[config.mk]
export PLATFORM = sky130hd
export DESIGN_NAME = tga_rle_pixel_decoder_top
export DESIGN_NICKNAME = d
export VERILOG_FILES = /design/src/sv/tgarle_pkg.sv /design/src/sv/tgarle_core.sv /design/src/sv/tgarle_outbuf.sv /design/src/sv/tga_rle_pixel_decoder_top.sv
export SDC_FILE = /design/constraint.sdc
export NUM_CORES = 1
export LEC_CHECK = 0
export BUFFER_PORTS_ARGS = -buffer_cell sky130_fd_sc_hd__buf_2
export CORE_MARGIN = 5
export CORE_UTILIZATION = 25
export CTS_CLUSTER_SIZE = 20
export DETAILED_ROUTE_END_ITERATION = 8
export HOLD_SLACK_MARGIN = 0.03
export PLACE_DENSITY = 0.39
export REMOVE_ABC_BUFFERS = 1
export SLEW_MARGIN = 20
export SYNTH_ARGS = -nofsm -noshare
export SYNTH_HDL_FRONTEND = slang
export SYNTH_HIERARCHICAL = 1
export SYNTH_SLANG_ARGS = --single-unit
[constraint.sdc]
create_clock -name clk -period 9.4 [get_ports clk]
set_input_delay 0 -clock clk [delete_from_list [all_inputs] [get_ports clk]]
set_output_delay 0 -clock clk [all_outputs]
set_load 0.01 [all_outputs]
[src/sv/tgarle_pkg.sv]
// ----------------------------------------------------------------------------
// tgarle_pkg
// Shared types and constants for the TGA run-length pixel decoder.
// ----------------------------------------------------------------------------
`default_nettype none

package tgarle_pkg;

  localparam int unsigned CfgDataWidth = 32;
  localparam int unsigned CfgIndexWidth = 1;

  localparam logic [CfgIndexWidth-1:0] CFG_TOTAL_PIXELS = 1'd0;
  localparam logic [CfgIndexWidth-1:0] CFG_HAS_ALPHA    = 1'd1;

  localparam logic [31:0] TOTAL_PIXELS_RESET = 32'd1;

  localparam logic [7:0] RUN_FLAG   = 8'h80;
  localparam logic [7:0] COUNT_MASK = 8'd127;

  typedef enum logic [2:0] {
    PH_HEADER = 3'd0,
    PH_BYTE1  = 3'd1,
    PH_BYTE2  = 3'd2,
    PH_BYTE3  = 3'd3,
    PH_ALPHA  = 3'd4
  } phase_t;

  typedef struct packed {
    logic [7:0] red;
    logic [7:0] green;
    logic [7:0] blue;
    logic [7:0] alpha;
    logic [7:0] repeat_count;
    logic       image_done;
    logic       overrun;
  } result_t;

endpackage

`default_nettype wire

[src/sv/tgarle_core.sv]
// ----------------------------------------------------------------------------
// tgarle_core
// Packet parser and pixel counter: consumes one stream byte per accepted beat
// and produces a result when a raw pixel or a run pixel is complete.
// ----------------------------------------------------------------------------
`default_nettype none

module tgarle_core (
  input  wire logic                clk,
  input  wire logic                rst,
  input  wire logic                in_fire,
  input  wire logic [7:0]          stream_byte,
  input  wire logic [31:0]         total_pixels,
  input  wire logic                has_alpha,
  output logic                     res_valid,
  output tgarle_pkg::result_t      res
);
  import tgarle_pkg::*;

  phase_t      byte_phase, byte_phase_next;
  logic        packet_is_run, packet_is_run_next;
  logic [7:0]  pixels_left, pixels_left_next;
  logic [7:0]  byte_one, byte_one_next;
  logic [7:0]  byte_two, byte_two_next;
  logic [7:0]  byte_three, byte_three_next;
  logic [31:0] pixels_done, pixels_done_next;
  logic        spill, spill_next;

  logic [7:0]  count;
  logic [32:0] sum;
  logic        done;
  logic        over;
  logic        finish;
  logic [7:0]  alpha_byte;
  logic [7:0]  third_byte;
  logic [7:0]  left_dec;

  always_ff @(posedge clk) begin
    if (rst) begin
      byte_phase    <= PH_HEADER;
      packet_is_run <= 1'b0;
      pixels_left   <= '0;
      byte_one      <= '0;
      byte_two      <= '0;
      byte_three    <= '0;
      pixels_done   <= '0;
      spill         <= 1'b0;
    end else if (in_fire) begin
      byte_phase    <= byte_phase_next;
      packet_is_run <= packet_is_run_next;
      pixels_left   <= pixels_left_next;
      byte_one      <= byte_one_next;
      byte_two      <= byte_two_next;
      byte_three    <= byte_three_next;
      pixels_done   <= pixels_done_next;
      spill         <= spill_next;
    end
  end

  always_comb begin
    byte_phase_next    = byte_phase;
    packet_is_run_next = packet_is_run;
    pixels_left_next   = pixels_left;
    byte_one_next      = byte_one;
    byte_two_next      = byte_two;
    byte_three_next    = byte_three;
    pixels_done_next   = pixels_done;
    spill_next         = spill;
    finish             = 1'b0;
    alpha_byte         = 8'd0;
    third_byte         = byte_three;

    unique case (byte_phase)
      PH_BYTE1: begin
        byte_one_next   = stream_byte;
        byte_phase_next = PH_BYTE2;
      end
      PH_BYTE2: begin
        byte_two_next   = stream_byte;
        byte_phase_next = PH_BYTE3;
      end
      PH_BYTE3: begin
        byte_three_next = stream_byte;
        third_byte      = stream_byte;
        if (has_alpha) begin
          byte_phase_next = PH_ALPHA;
        end else begin
          finish = 1'b1;
        end
      end
      PH_ALPHA: begin
        finish     = 1'b1;
        alpha_byte = stream_byte;
      end
      default: begin
        // header beat, also taken for phase codes that cannot arise
        packet_is_run_next = (stream_byte & RUN_FLAG) != 8'd0;
        pixels_left_next   = (stream_byte & COUNT_MASK) + 8'd1;
        spill_next         = 1'b0;
        byte_phase_next    = PH_BYTE1;
      end
    endcase

    count    = packet_is_run ? pixels_left : 8'd1;
    sum      = {1'b0, pixels_done} + {25'd0, count};
    done     = 1'b0;
    over     = 1'b0;
    left_dec = pixels_left - 8'd1;

    if (finish) begin
      if (spill) begin
        over = 1'b1;
      end else if (sum >= {1'b0, total_pixels}) begin
        done             = 1'b1;
        over             = sum > {1'b0, total_pixels};
        pixels_done_next = '0;
      end else begin
        pixels_done_next = sum[31:0];
      end

      if (packet_is_run) begin
        pixels_left_next = '0;
        byte_phase_next  = PH_HEADER;
      end else begin
        pixels_left_next = left_dec;
        if (left_dec == 8'd0) begin
          byte_phase_next = PH_HEADER;
          spill_next      = 1'b0;
        end else begin
          byte_phase_next = PH_BYTE1;
          // rest of this raw packet lies past the finished image
          if (done) begin
            spill_next = 1'b1;
          end
        end
      end
    end

    res_valid        = finish;
    res.red          = third_byte;
    res.green        = byte_two;
    res.blue         = byte_one;
    res.alpha        = alpha_byte;
    res.repeat_count = count;
    res.image_done   = done;
    res.overrun      = over;
  end

endmodule

`default_nettype wire

[src/sv/tgarle_outbuf.sv]
// ----------------------------------------------------------------------------
// tgarle_outbuf
// Result register with a skid stage, so the input side keeps moving while a
// finished result waits on a stalled receiver.
// ----------------------------------------------------------------------------
`default_nettype none

module tgarle_outbuf (
  input  wire logic                clk,
  input  wire logic                rst,
  input  wire logic                push,
  input  wire tgarle_pkg::result_t push_data,
  output logic                     full,
  output logic                     out_valid,
  input  wire logic                out_stall,
  output tgarle_pkg::result_t      out_data
);
  import tgarle_pkg::*;

  result_t skid_data;
  logic    skid_valid;
  logic    out_free;

  assign out_free = !out_valid || !out_stall;
  assign full     = skid_valid;

  always_ff @(posedge clk) begin
    if (rst) begin
      out_valid  <= 1'b0;
      skid_valid <= 1'b0;
    end else if (out_free) begin
      if (skid_valid) begin
        out_valid  <= 1'b1;
        skid_valid <= 1'b0;
      end else begin
        out_valid <= push;
      end
    end else if (push) begin
      skid_valid <= 1'b1;
    end
  end

  // payload path, no reset needed
  always_ff @(posedge clk) begin
    if (out_free) begin
      if (skid_valid) begin
        out_data <= skid_data;
      end else if (push) begin
        out_data <= push_data;
      end
    end else if (push) begin
      skid_data <= push_data;
    end
  end

endmodule

`default_nettype wire

[src/sv/tga_rle_pixel_decoder_top.sv]
// ----------------------------------------------------------------------------
// tga_rle_pixel_decoder_top
// Run-length decoder for truecolor TGA pixel data, one stream byte per beat.
//
// Input channel: in_valid / in_stall with stream_byte, one compressed byte per
// beat. Output channel: out_valid / out_stall with one beat per finished raw
// pixel or per run, red and blue swapped into place, repeat_count giving the
// run length (1 for raw pixels), plus image_done and overrun flags.
// Configuration: cfg_we writes cfg_data to register cfg_index (0 total_pixels,
// 1 has_alpha); write only while the decoder is idle.
// Throughput is one byte per cycle while in_stall is low. A result is written
// into the result register behind the parser on the beat carrying the last
// byte of its pixel, or into the skid stage while that register is held.
// When the receiver stalls, one more result is held in a skid stage; in_stall
// rises only once that stage is occupied, so bytes keep flowing meanwhile.
// Reset clears the parser to expect a packet header, clears the pixel count,
// empties the output and sets total_pixels to 1 and has_alpha to 0.
// ----------------------------------------------------------------------------
`default_nettype none

module tga_rle_pixel_decoder_top (
  input  wire logic                                 clk,
  input  wire logic                                 rst,
  input  wire logic                                 cfg_we,
  input  wire logic [tgarle_pkg::CfgIndexWidth-1:0] cfg_index,
  input  wire logic [tgarle_pkg::CfgDataWidth-1:0]  cfg_data,
  input  wire logic                                 in_valid,
  output logic                                      in_stall,
  input  wire logic [7:0]                           stream_byte,
  output logic                                      out_valid,
  input  wire logic                                 out_stall,
  output logic [7:0]                                red,
  output logic [7:0]                                green,
  output logic [7:0]                                blue,
  output logic [7:0]                                alpha,
  output logic [7:0]                                repeat_count,
  output logic                                      image_done,
  output logic                                      overrun
);
  import tgarle_pkg::*;

  logic [31:0] total_pixels;
  logic        has_alpha;
  logic        in_fire;
  logic        res_valid;
  result_t     res;
  result_t     out_data;
  logic        buf_full;

  always_ff @(posedge clk) begin
    if (rst) begin
      total_pixels <= TOTAL_PIXELS_RESET;
      has_alpha    <= 1'b0;
    end else if (cfg_we) begin
      unique case (cfg_index)
        CFG_TOTAL_PIXELS: total_pixels <= cfg_data[31:0];
        CFG_HAS_ALPHA:    has_alpha    <= cfg_data[0];
        default: ;
      endcase
    end
  end

  assign in_stall = buf_full;
  assign in_fire  = in_valid && !buf_full;

  tgarle_core u_core (
    .clk          (clk),
    .rst          (rst),
    .in_fire      (in_fire),
    .stream_byte  (stream_byte),
    .total_pixels (total_pixels),
    .has_alpha    (has_alpha),
    .res_valid    (res_valid),
    .res          (res)
  );

  tgarle_outbuf u_outbuf (
    .clk       (clk),
    .rst       (rst),
    .push      (in_fire && res_valid),
    .push_data (res),
    .full      (buf_full),
    .out_valid (out_valid),
    .out_stall (out_stall),
    .out_data  (out_data)
  );

  assign red          = out_data.red;
  assign green        = out_data.green;
  assign blue         = out_data.blue;
  assign alpha        = out_data.alpha;
  assign repeat_count = out_data.repeat_count;
  assign image_done   = out_data.image_done;
  assign overrun      = out_data.overrun;

endmodule

`default_nettype wire

==> results of run 1 <==
==> power breakdown <==
group          total, mW  switching, mW  internal [mW]
Sequential         0.879         0.0125          0.866
Combinational      0.152         0.0853         0.0667
Clock              0.788          0.355          0.433
Total               1.82          0.453           1.37
==> synth_stat cells (4+ instances only) <==
cell / number / share of area, %
sky130_fd_sc_hd__and2_1: 23 / 1.5
sky130_fd_sc_hd__mux2_4: 39 / 6.1
sky130_fd_sc_hd__o21ai_0: 18 / 0.94
sky130_fd_sc_hd__mux2_2: 11 / 1.3
sky130_fd_sc_hd__nand4_1: 14 / 0.91
sky130_fd_sc_hd__and3_1: 21 / 1.4
sky130_fd_sc_hd__clkbuf_1: 24 / 0.94
sky130_fd_sc_hd__o21ai_1: 30 / 1.6
sky130_fd_sc_hd__nand2b_1: 36 / 2.3
sky130_fd_sc_hd__nor3_1: 20 / 1.0
sky130_fd_sc_hd__o31ai_1: 9 / 0.70
sky130_fd_sc_hd__nand3b_1: 4 / 0.31
sky130_fd_sc_hd__nor2_1: 54 / 2.1
sky130_fd_sc_hd__o21ai_2: 6 / 0.55
sky130_fd_sc_hd__buf_12: 4 / 0.83
sky130_fd_sc_hd__xor2_1: 12 / 1.1
sky130_fd_sc_hd__dfxtp_1: 104 / 22
sky130_fd_sc_hd__nand4bb_1: 31 / 3.6
sky130_fd_sc_hd__xnor2_1: 24 / 2.2
sky130_fd_sc_hd__mux2i_1: 12 / 1.3
sky130_fd_sc_hd__buf_6: 7 / 0.82
sky130_fd_sc_hd__ha_1: 43 / 5.6
sky130_fd_sc_hd__a21o_1: 5 / 0.39
sky130_fd_sc_hd__a22o_1: 18 / 1.6
sky130_fd_sc_hd__buf_2: 7 / 0.37
sky130_fd_sc_hd__a21oi_1: 41 / 2.1
sky130_fd_sc_hd__nand2_1: 51 / 2.0
sky130_fd_sc_hd__a31oi_1: 12 / 0.78
sky130_fd_sc_hd__nand3_1: 20 / 1.0
sky130_fd_sc_hd__edfxtp_1: 84 / 26
sky130_fd_sc_hd__inv_1: 42 / 1.6
==> worst min-delay path by stage <==
stage	from	endpoint	cells after the start
after floorplan	rst	has_alpha	1
after global placement	cfg_data[25]	total_pixels[25]	3
after detailed placement	cfg_data[12]	total_pixels[12]	3
after CTS	cfg_index	has_alpha	3
after global routing	cfg_index	has_alpha	3
final	cfg_index	has_alpha	3
==> worst reg2reg max path, stage by stage (launching register included) <==
cell and delay (ns):
sky130_fd_sc_hd__dfxtp_1 0.59, sky130_fd_sc_hd__nand2_1 0.18, sky130_fd_sc_hd__ha_1 0.25, sky130_fd_sc_hd__fa_1 0.42
sky130_fd_sc_hd__a211oi_1 0.25, sky130_fd_sc_hd__o21ai_1 0.18, sky130_fd_sc_hd__or2_1 0.28, sky130_fd_sc_hd__and2_1 0.17
sky130_fd_sc_hd__and3_1 0.19, sky130_fd_sc_hd__xor2_1 0.23, sky130_fd_sc_hd__ha_1 0.30, sky130_fd_sc_hd__nand4_1 0.19
sky130_fd_sc_hd__nor3_1 0.08, sky130_fd_sc_hd__nor3_1 0.21, sky130_fd_sc_hd__a41oi_1 0.25, sky130_fd_sc_hd__and4bb_1 0.86
sky130_fd_sc_hd__nand2_1 0.46, sky130_fd_sc_hd__o31ai_1 0.33
==> cell type report <==
cell class              count  area, sq um
multi-input cells         602         4540
inverters                  42          158
clock inverters            13          195
flip-flops and latches    188         4610
fillers                  3913        26200
repair buffers            139          943
well taps                 511          639
clock buffers              19          433
==> layer usage <==
metal / vias to the layer above / wire [microns] / GRT usage (%)
li1: 3423 / - / -
met1: 3302 / 11600 / 15.3
met2: 106 / 12300 / 20.5
met3: 16 / 859 / 2.39
met4: 0 / 231 / 2.64
met5: - / 0 / 0
==> state kept, by name, summed over array words and instances (netlist names) <==
register / count
u_core/byte_three: 8
u_core/pixels_done: 32
total_pixels: 32
u_core/pixels_left: 8
u_core/byte_phase: 3
u_core/byte_two: 8
has_alpha: 1
u_outbuf/skid_data: 42
u_core/byte_one: 8
u_core/packet_is_run: 1
u_outbuf/out_valid: 1
u_outbuf/full: 1
u_core/spill: 1
u_outbuf/out_data: 42
==> metrics by stage <==
stage               instances  setup slack (ns)
floorplan                 832              4.63
global placement         1440              3.92
detailed placement       1441              3.83
CTS                      1514              3.77
global route             1514              3.16
finish                   1514              3.87
==> logic make-up after synthesis <==
group	Yosys count	share of synthesized area [%]
xor+xnor	36	3.29
simple gates	296	18.3
fa+ha+maj	44	5.81
compound gates	164	11.1
flops	188	48.0
buf+inv	89	4.92
mux	62	8.64
==> impl_metrics.ini, run 1 <==
[power_and_ir_drop]
power_density_nw_per_um2 = 158
finalPower_mw = 1.82
irDropWorstVdd_v = 0.000120
power.leakage_nw = 4.31

[cells_and_area]
nets = 1080
top_library_cells_by_usage_in_the_layout_fill_and_taps_aside = sky130_fd_sc_hd__dfxtp_1, sky130_fd_sc_hd__buf_2, sky130_fd_sc_hd__edfxtp_1, sky130_fd_sc_hd__nor2_1, sky130_fd_sc_hd__nand2_1
postLayoutCellArea_sq_um = 11500
final_common_cell = sky130_fd_sc_hd__dfxtp_1
diodes = 0
fraction_of_the_core_area_covered_by_cells_at_the_end_of_the_flow_pct = 30.5
ratio_of_cells_with_drive_above_1_in_the_final_layout_pct = 20.0
syn_to_final_growth_pct = 20.0

[status]
run_status = finished, final reports clean

[die]
floorplan.core_area_sq_um = 37800
floorplan.die_area_sq_um = 42400
chipWidth_microns = 206
io_pins = 90
floorplan.initialDensity_pct = 25.4
die_h_microns = 206
floorplan.rows = 71

[worst_setup_path]
cp_num_buf_inv = 0
worstSetupPathDepth = 17
endpoint_kind = flip-flop
worst_path_dominant_cell_family = simple AND/OR/NAND/NOR gates
worst_setup_path_startpoint = u_core/packet_is_run
worst-r2r-setup-slack_ns = 3.87
timing.critical_path.to = u_core/pixels_done[27]
reg2reg_to = u_core/pixels_done[27]
critical_path.slowest_cell = sky130_fd_sc_hd__and4bb_1
worst_path_largest_cell_delay_ns = 0.86
crit_chain = nand2_1 -> ha_1 -> fa_1 -> a211oi_1 -> o21ai_1 -> or2_1 -> and2_1 -> and3_1 -> xor2_1 -> ha_1 -> nand4_1 -> nor3_1 -> nor3_1 -> a41oi_1 -> and4bb_1 -> nand2_1 -> o31ai_1
critical_path_class = flip-flop to flip-flop
critical_path_arrival_ns = 5.87
worstPathMaxFanout = 20
cp_startpoint_kind = flip-flop
required_ns = 9.74
worst-r2r-cell-count = 17
r2r_start = u_core/packet_is_run

[placement]
dp.final_hpwl_microns = 17400
port_buffers = 89
place.gp.congestion = 0.760
placement.cell_area_sq_um = 10500

[drt]
drt_drc_violations_left = 0
num_vias = 6847
first_pass_iters = 4
route.antenna.remaining_nets = 0
wirelength_microns = 25000
drt-wirelength-per-cell_microns = 16.5
drt_iter0_markers = 267
number_of_vias_per_cell = 4.52

[grt]
grt_max_degree = 67
gr-usage-all-layers_pct = 11.8
remaining_global_route_overflow = 0
via_count_of_the_first_global_routing_pass = 6881
wire_length_of_the_first_global_routing_pass_microns = 38900
initial_antenna_violation_count = 0

[clock_network]
clock_tree.htree_level_count = 4
cts-hold-fix-buffers = 41
tritoncts = done
cts_inserted_buffers = 17
root_cell_of_the_clock_tree = sky130_fd_sc_hd__clkbuf_16
insertion_delay_to_the_later_sink_of_the_worst_skew_pair_ns = 0.44
cts.clk_slew.worst_paths_ns = 0.08
cts.sinks = 188
clockBufferDepth = 2
post_cts.repair.setup_buffers = 0
post_cts.resized_instances = 0

[sta]
setup_total_negative_slack_ns = 0
slew_viol_final = 0
relSlewSlack_pct = 48.4
fin_worst_hold_slack_ns = 0.139
fin_crit_sh_pct = 58.8
worst_clock_skew_ns = 0.0134
clock.fmax_ghz = 0.181
max_slew.worst_pin.slew_ns = 0.774
setup-violations-final = 0
rsz0062_at_grt = false
timing.final.crit_period_ns = 5.53
timing_hold_violations_final = 0

[synth]
async_flop_share_pct = 0
synth.yosys.seq_area_share_pct = 48.0
syn_avg_cell_area_sq_um = 10.9
synth_cell_types = 69
synth_enable_flop_cells = 84
yosys_warnings = 6
dominantRegCellSynth = sky130_fd_sc_hd__dfxtp_1
postSynthRegisterBits = 188
syn-instance-count = 879
mappedNetlistArea_sq_um = 9600

[run]
maxCapViolCount = 0

[hold_path]
min_path_type = input port to flip-flop
No activity file was read; power rests on OpenSTA's default activity.
==> run 2: changes to the inputs <==
Clock period 9.4 ns to 5.1 ns, I/O delays scaled along.
==> run 2 against run 1 <==
- clock power is 79% higher
- combinational power grew 89%
- maximum frequency rose by 16%
- highest routed layer unchanged
==> impl_metrics.ini, run 2 (synthesized netlist as in run 1, its figures left out) <==
[status]
run_status = finished, final reports clean

[cells_and_area]
final_common_cell = sky130_fd_sc_hd__dfxtp_1
ratio_of_cells_with_drive_above_1_in_the_final_layout_pct = 21.1
syn_to_final_growth_pct = 20.6
postLayoutCellArea_sq_um = 11600
nets = 1087
diodes = 0
num-fill-cells = 3912
layout_top_registers = u_outbuf/out_data x42, u_outbuf/skid_data x42
top_library_cells_by_usage_in_the_layout_fill_and_taps_aside = sky130_fd_sc_hd__dfxtp_1, sky130_fd_sc_hd__buf_2, sky130_fd_sc_hd__edfxtp_1, sky130_fd_sc_hd__nor2_1, sky130_fd_sc_hd__nand2_1

[clock_network]
tritoncts = done
cts.clk_slew.worst_paths_ns = 0.08
insertion_delay_to_the_later_sink_of_the_worst_skew_pair_ns = 0.44
clock_tree.htree_level_count = 4
cts.sinks = 188
clockBufferDepth = 2
root_cell_of_the_clock_tree = sky130_fd_sc_hd__clkbuf_16
cts_inserted_buffers = 17

[placement]
dp.final_hpwl_microns = 17300
placement.cell_area_sq_um = 10500
place.gp.congestion = 0.739
port_buffers = 89

[drt]
drt-wirelength-per-cell_microns = 16.4
wirelength_microns = 24900
number_of_vias_per_cell = 4.50
first_pass_iters = 5
num_vias = 6845
route.antenna.remaining_nets = 0
drt_iter0_markers = 351
drt_drc_violations_left = 0

[hold_path]
cells_on_worst_hold_path = 3
min_path_type = input port to flip-flop

[grt]
via_count_of_the_first_global_routing_pass = 6821
wire_length_of_the_first_global_routing_pass_microns = 38800
remaining_global_route_overflow = 0
initial_antenna_violation_count = 0
grt_max_degree = 76
gr-usage-all-layers_pct = 11.8

[die]
io_pins = 90
floorplan.core_area_sq_um = 37800
floorplan.initialDensity_pct = 25.4
floorplan.die_area_sq_um = 42400
die_h_microns = 206
floorplan.rows = 71
chipWidth_microns = 206

[sta]
setup_total_negative_slack_ns = 0
slew_viol_final = 0
max_slew.worst_pin.slew_ns = 0.836
fin_worst_hold_slack_ns = 0.131
setup-violations-final = 0
rsz0062_at_grt = false
worst_clock_skew_ns = 0.0145
relSlewSlack_pct = 44.2
timing_hold_violations_final = 0
clock.fmax_ghz = 0.211
timing.final.crit_period_ns = 4.75
fin_crit_sh_pct = 93.1

[power_and_ir_drop]
power_density_nw_per_um2 = 286
irDropWorstVdd_v = 0.000212
power.leakage_nw = 4.34
share_comb_of_total_power_pct = 8.7
power_frac_clock_pct = 42.5
sequentialPowerShare_pct = 48.8
net-switching-power_mw = 0.876
sw_frac_of_total_pct = 26.5
p_int_mw = 2.44
finalPower_mw = 3.31

[worst_setup_path]
critical_path_class = flip-flop to flip-flop
required_ns = 5.43
cp_num_buf_inv = 0
critPathMostFrequentCell = sky130_fd_sc_hd__ha_1
crit_chain = nand2_1 -> ha_1 -> fa_1 -> a211oi_1 -> o21ai_1 -> or2_1 -> and2_1 -> and3_1 -> xor2_1 -> ha_1 -> nand4_1 -> nor4_2 -> o21ai_0 -> a41oi_1 -> and4bb_2 -> and2_4 -> a22o_1
worstPathMaxFanout = 18
worst-r2r-setup-slack_ns = 0.35
endpoint_kind = flip-flop
critical_path.slowest_cell = sky130_fd_sc_hd__dfxtp_1
worst_path_largest_cell_delay_ns = 0.44
cp_startpoint_kind = flip-flop
critical_path_arrival_ns = 5.08
worst_path_dominant_cell_family = simple AND/OR/NAND/NOR gates
worstSetupPathDepth = 17
worst-r2r-cell-count = 17

[run]
maxCapViolCount = 0
[run 2: changes by cell type in the layout (fill, tap and decap cells not counted), moves of 2 or more]
cell                        change
sky130_fd_sc_hd__buf_4          +6
sky130_fd_sc_hd__clkinv_8       +6
sky130_fd_sc_hd__clkbuf_1       -2
sky130_fd_sc_hd__inv_8          -3
sky130_fd_sc_hd__bufinv_16      -2
[run 2: path summary, 6_finish.rpt]
path | from | endpoint
setup / recovery | u_core/packet_is_run | u_core/pixels_done[11]
hold / removal | cfg_index | has_alpha
setup reg to reg | u_core/packet_is_run | u_core/pixels_done[11]
hold reg to reg | u_core/byte_two[6] | u_outbuf/skid_data[32]
[run 2: worst register-to-register path: stages (launching register included)]
cell	delay (ns)
sky130_fd_sc_hd__dfxtp_1	0.44
sky130_fd_sc_hd__nand2_1	0.16
sky130_fd_sc_hd__ha_1	0.26
sky130_fd_sc_hd__fa_1	0.43
sky130_fd_sc_hd__a211oi_1	0.23
sky130_fd_sc_hd__o21ai_1	0.18
sky130_fd_sc_hd__or2_1	0.28
sky130_fd_sc_hd__and2_1	0.17
sky130_fd_sc_hd__and3_1	0.20
sky130_fd_sc_hd__xor2_1	0.17
sky130_fd_sc_hd__ha_1	0.31
sky130_fd_sc_hd__nand4_1	0.19
sky130_fd_sc_hd__nor4_2	0.36
sky130_fd_sc_hd__o21ai_0	0.16
sky130_fd_sc_hd__a41oi_1	0.26
sky130_fd_sc_hd__and4bb_2	0.33
sky130_fd_sc_hd__and2_4	0.25
sky130_fd_sc_hd__a22o_1	0.25
[run 2: final cells by class]
type                       instances  area, sq um  share of cell area (%)
inverter                          42          158                    1.36
timing repair buffer             146          992                    8.57
sequential                       188         4610                    39.8
clock buffer                      17          425                    3.68
clock inverter                    15          204                    1.76
tap                              511          639                    5.52
multi-input combinational        602         4550                    39.3
[run 2: through the flow]
step / setup slack, ns / std cells / util [%]
6_report: 0.354 / 1521 / 30.7
4_1_cts: 0.285 / 1519 / 30.5
3_5_place_dp: 0.336 / 1446 / 27.8
2_1_floorplan: 0.325 / 832 / -
3_3_place_gp: 0.428 / 1446 / 27.8
5_1_grt: 0.0181 / 1521 / 30.7
[run 2: what timing repair did]
action	in CTS	in global routing
hold endpoints to repair	52	0
hold buffers	41	0
resized for setup	0	4
setup buffers	0	1
setup endpoints to repair	0	32
[run 2: layer usage]
| layer | up-vias | GRT usage, % | routed length (microns) |
|---|---|---|---|
| li1 | 3440 | - | - |
| met1 | 3279 | 15.2 | 11400 |
| met2 | 111 | 20.5 | 12500 |
| met3 | 15 | 2.02 | 771 |
| met4 | 0 | 2.85 | 258 |
| met5 | - | 0 | 0 |
[run 2: power by group through the flow]
stage	clock [mW]	combinational (mW)	sequential (mW)
2_1_floorplan	0	0.154	1.65
3_3_place_gp	0	0.264	1.65
3_5_place_dp	0	0.266	1.65
4_1_cts	1.46	0.291	1.62
5_1_grt	1.51	0.322	1.62
6_report	1.41	0.288	1.62
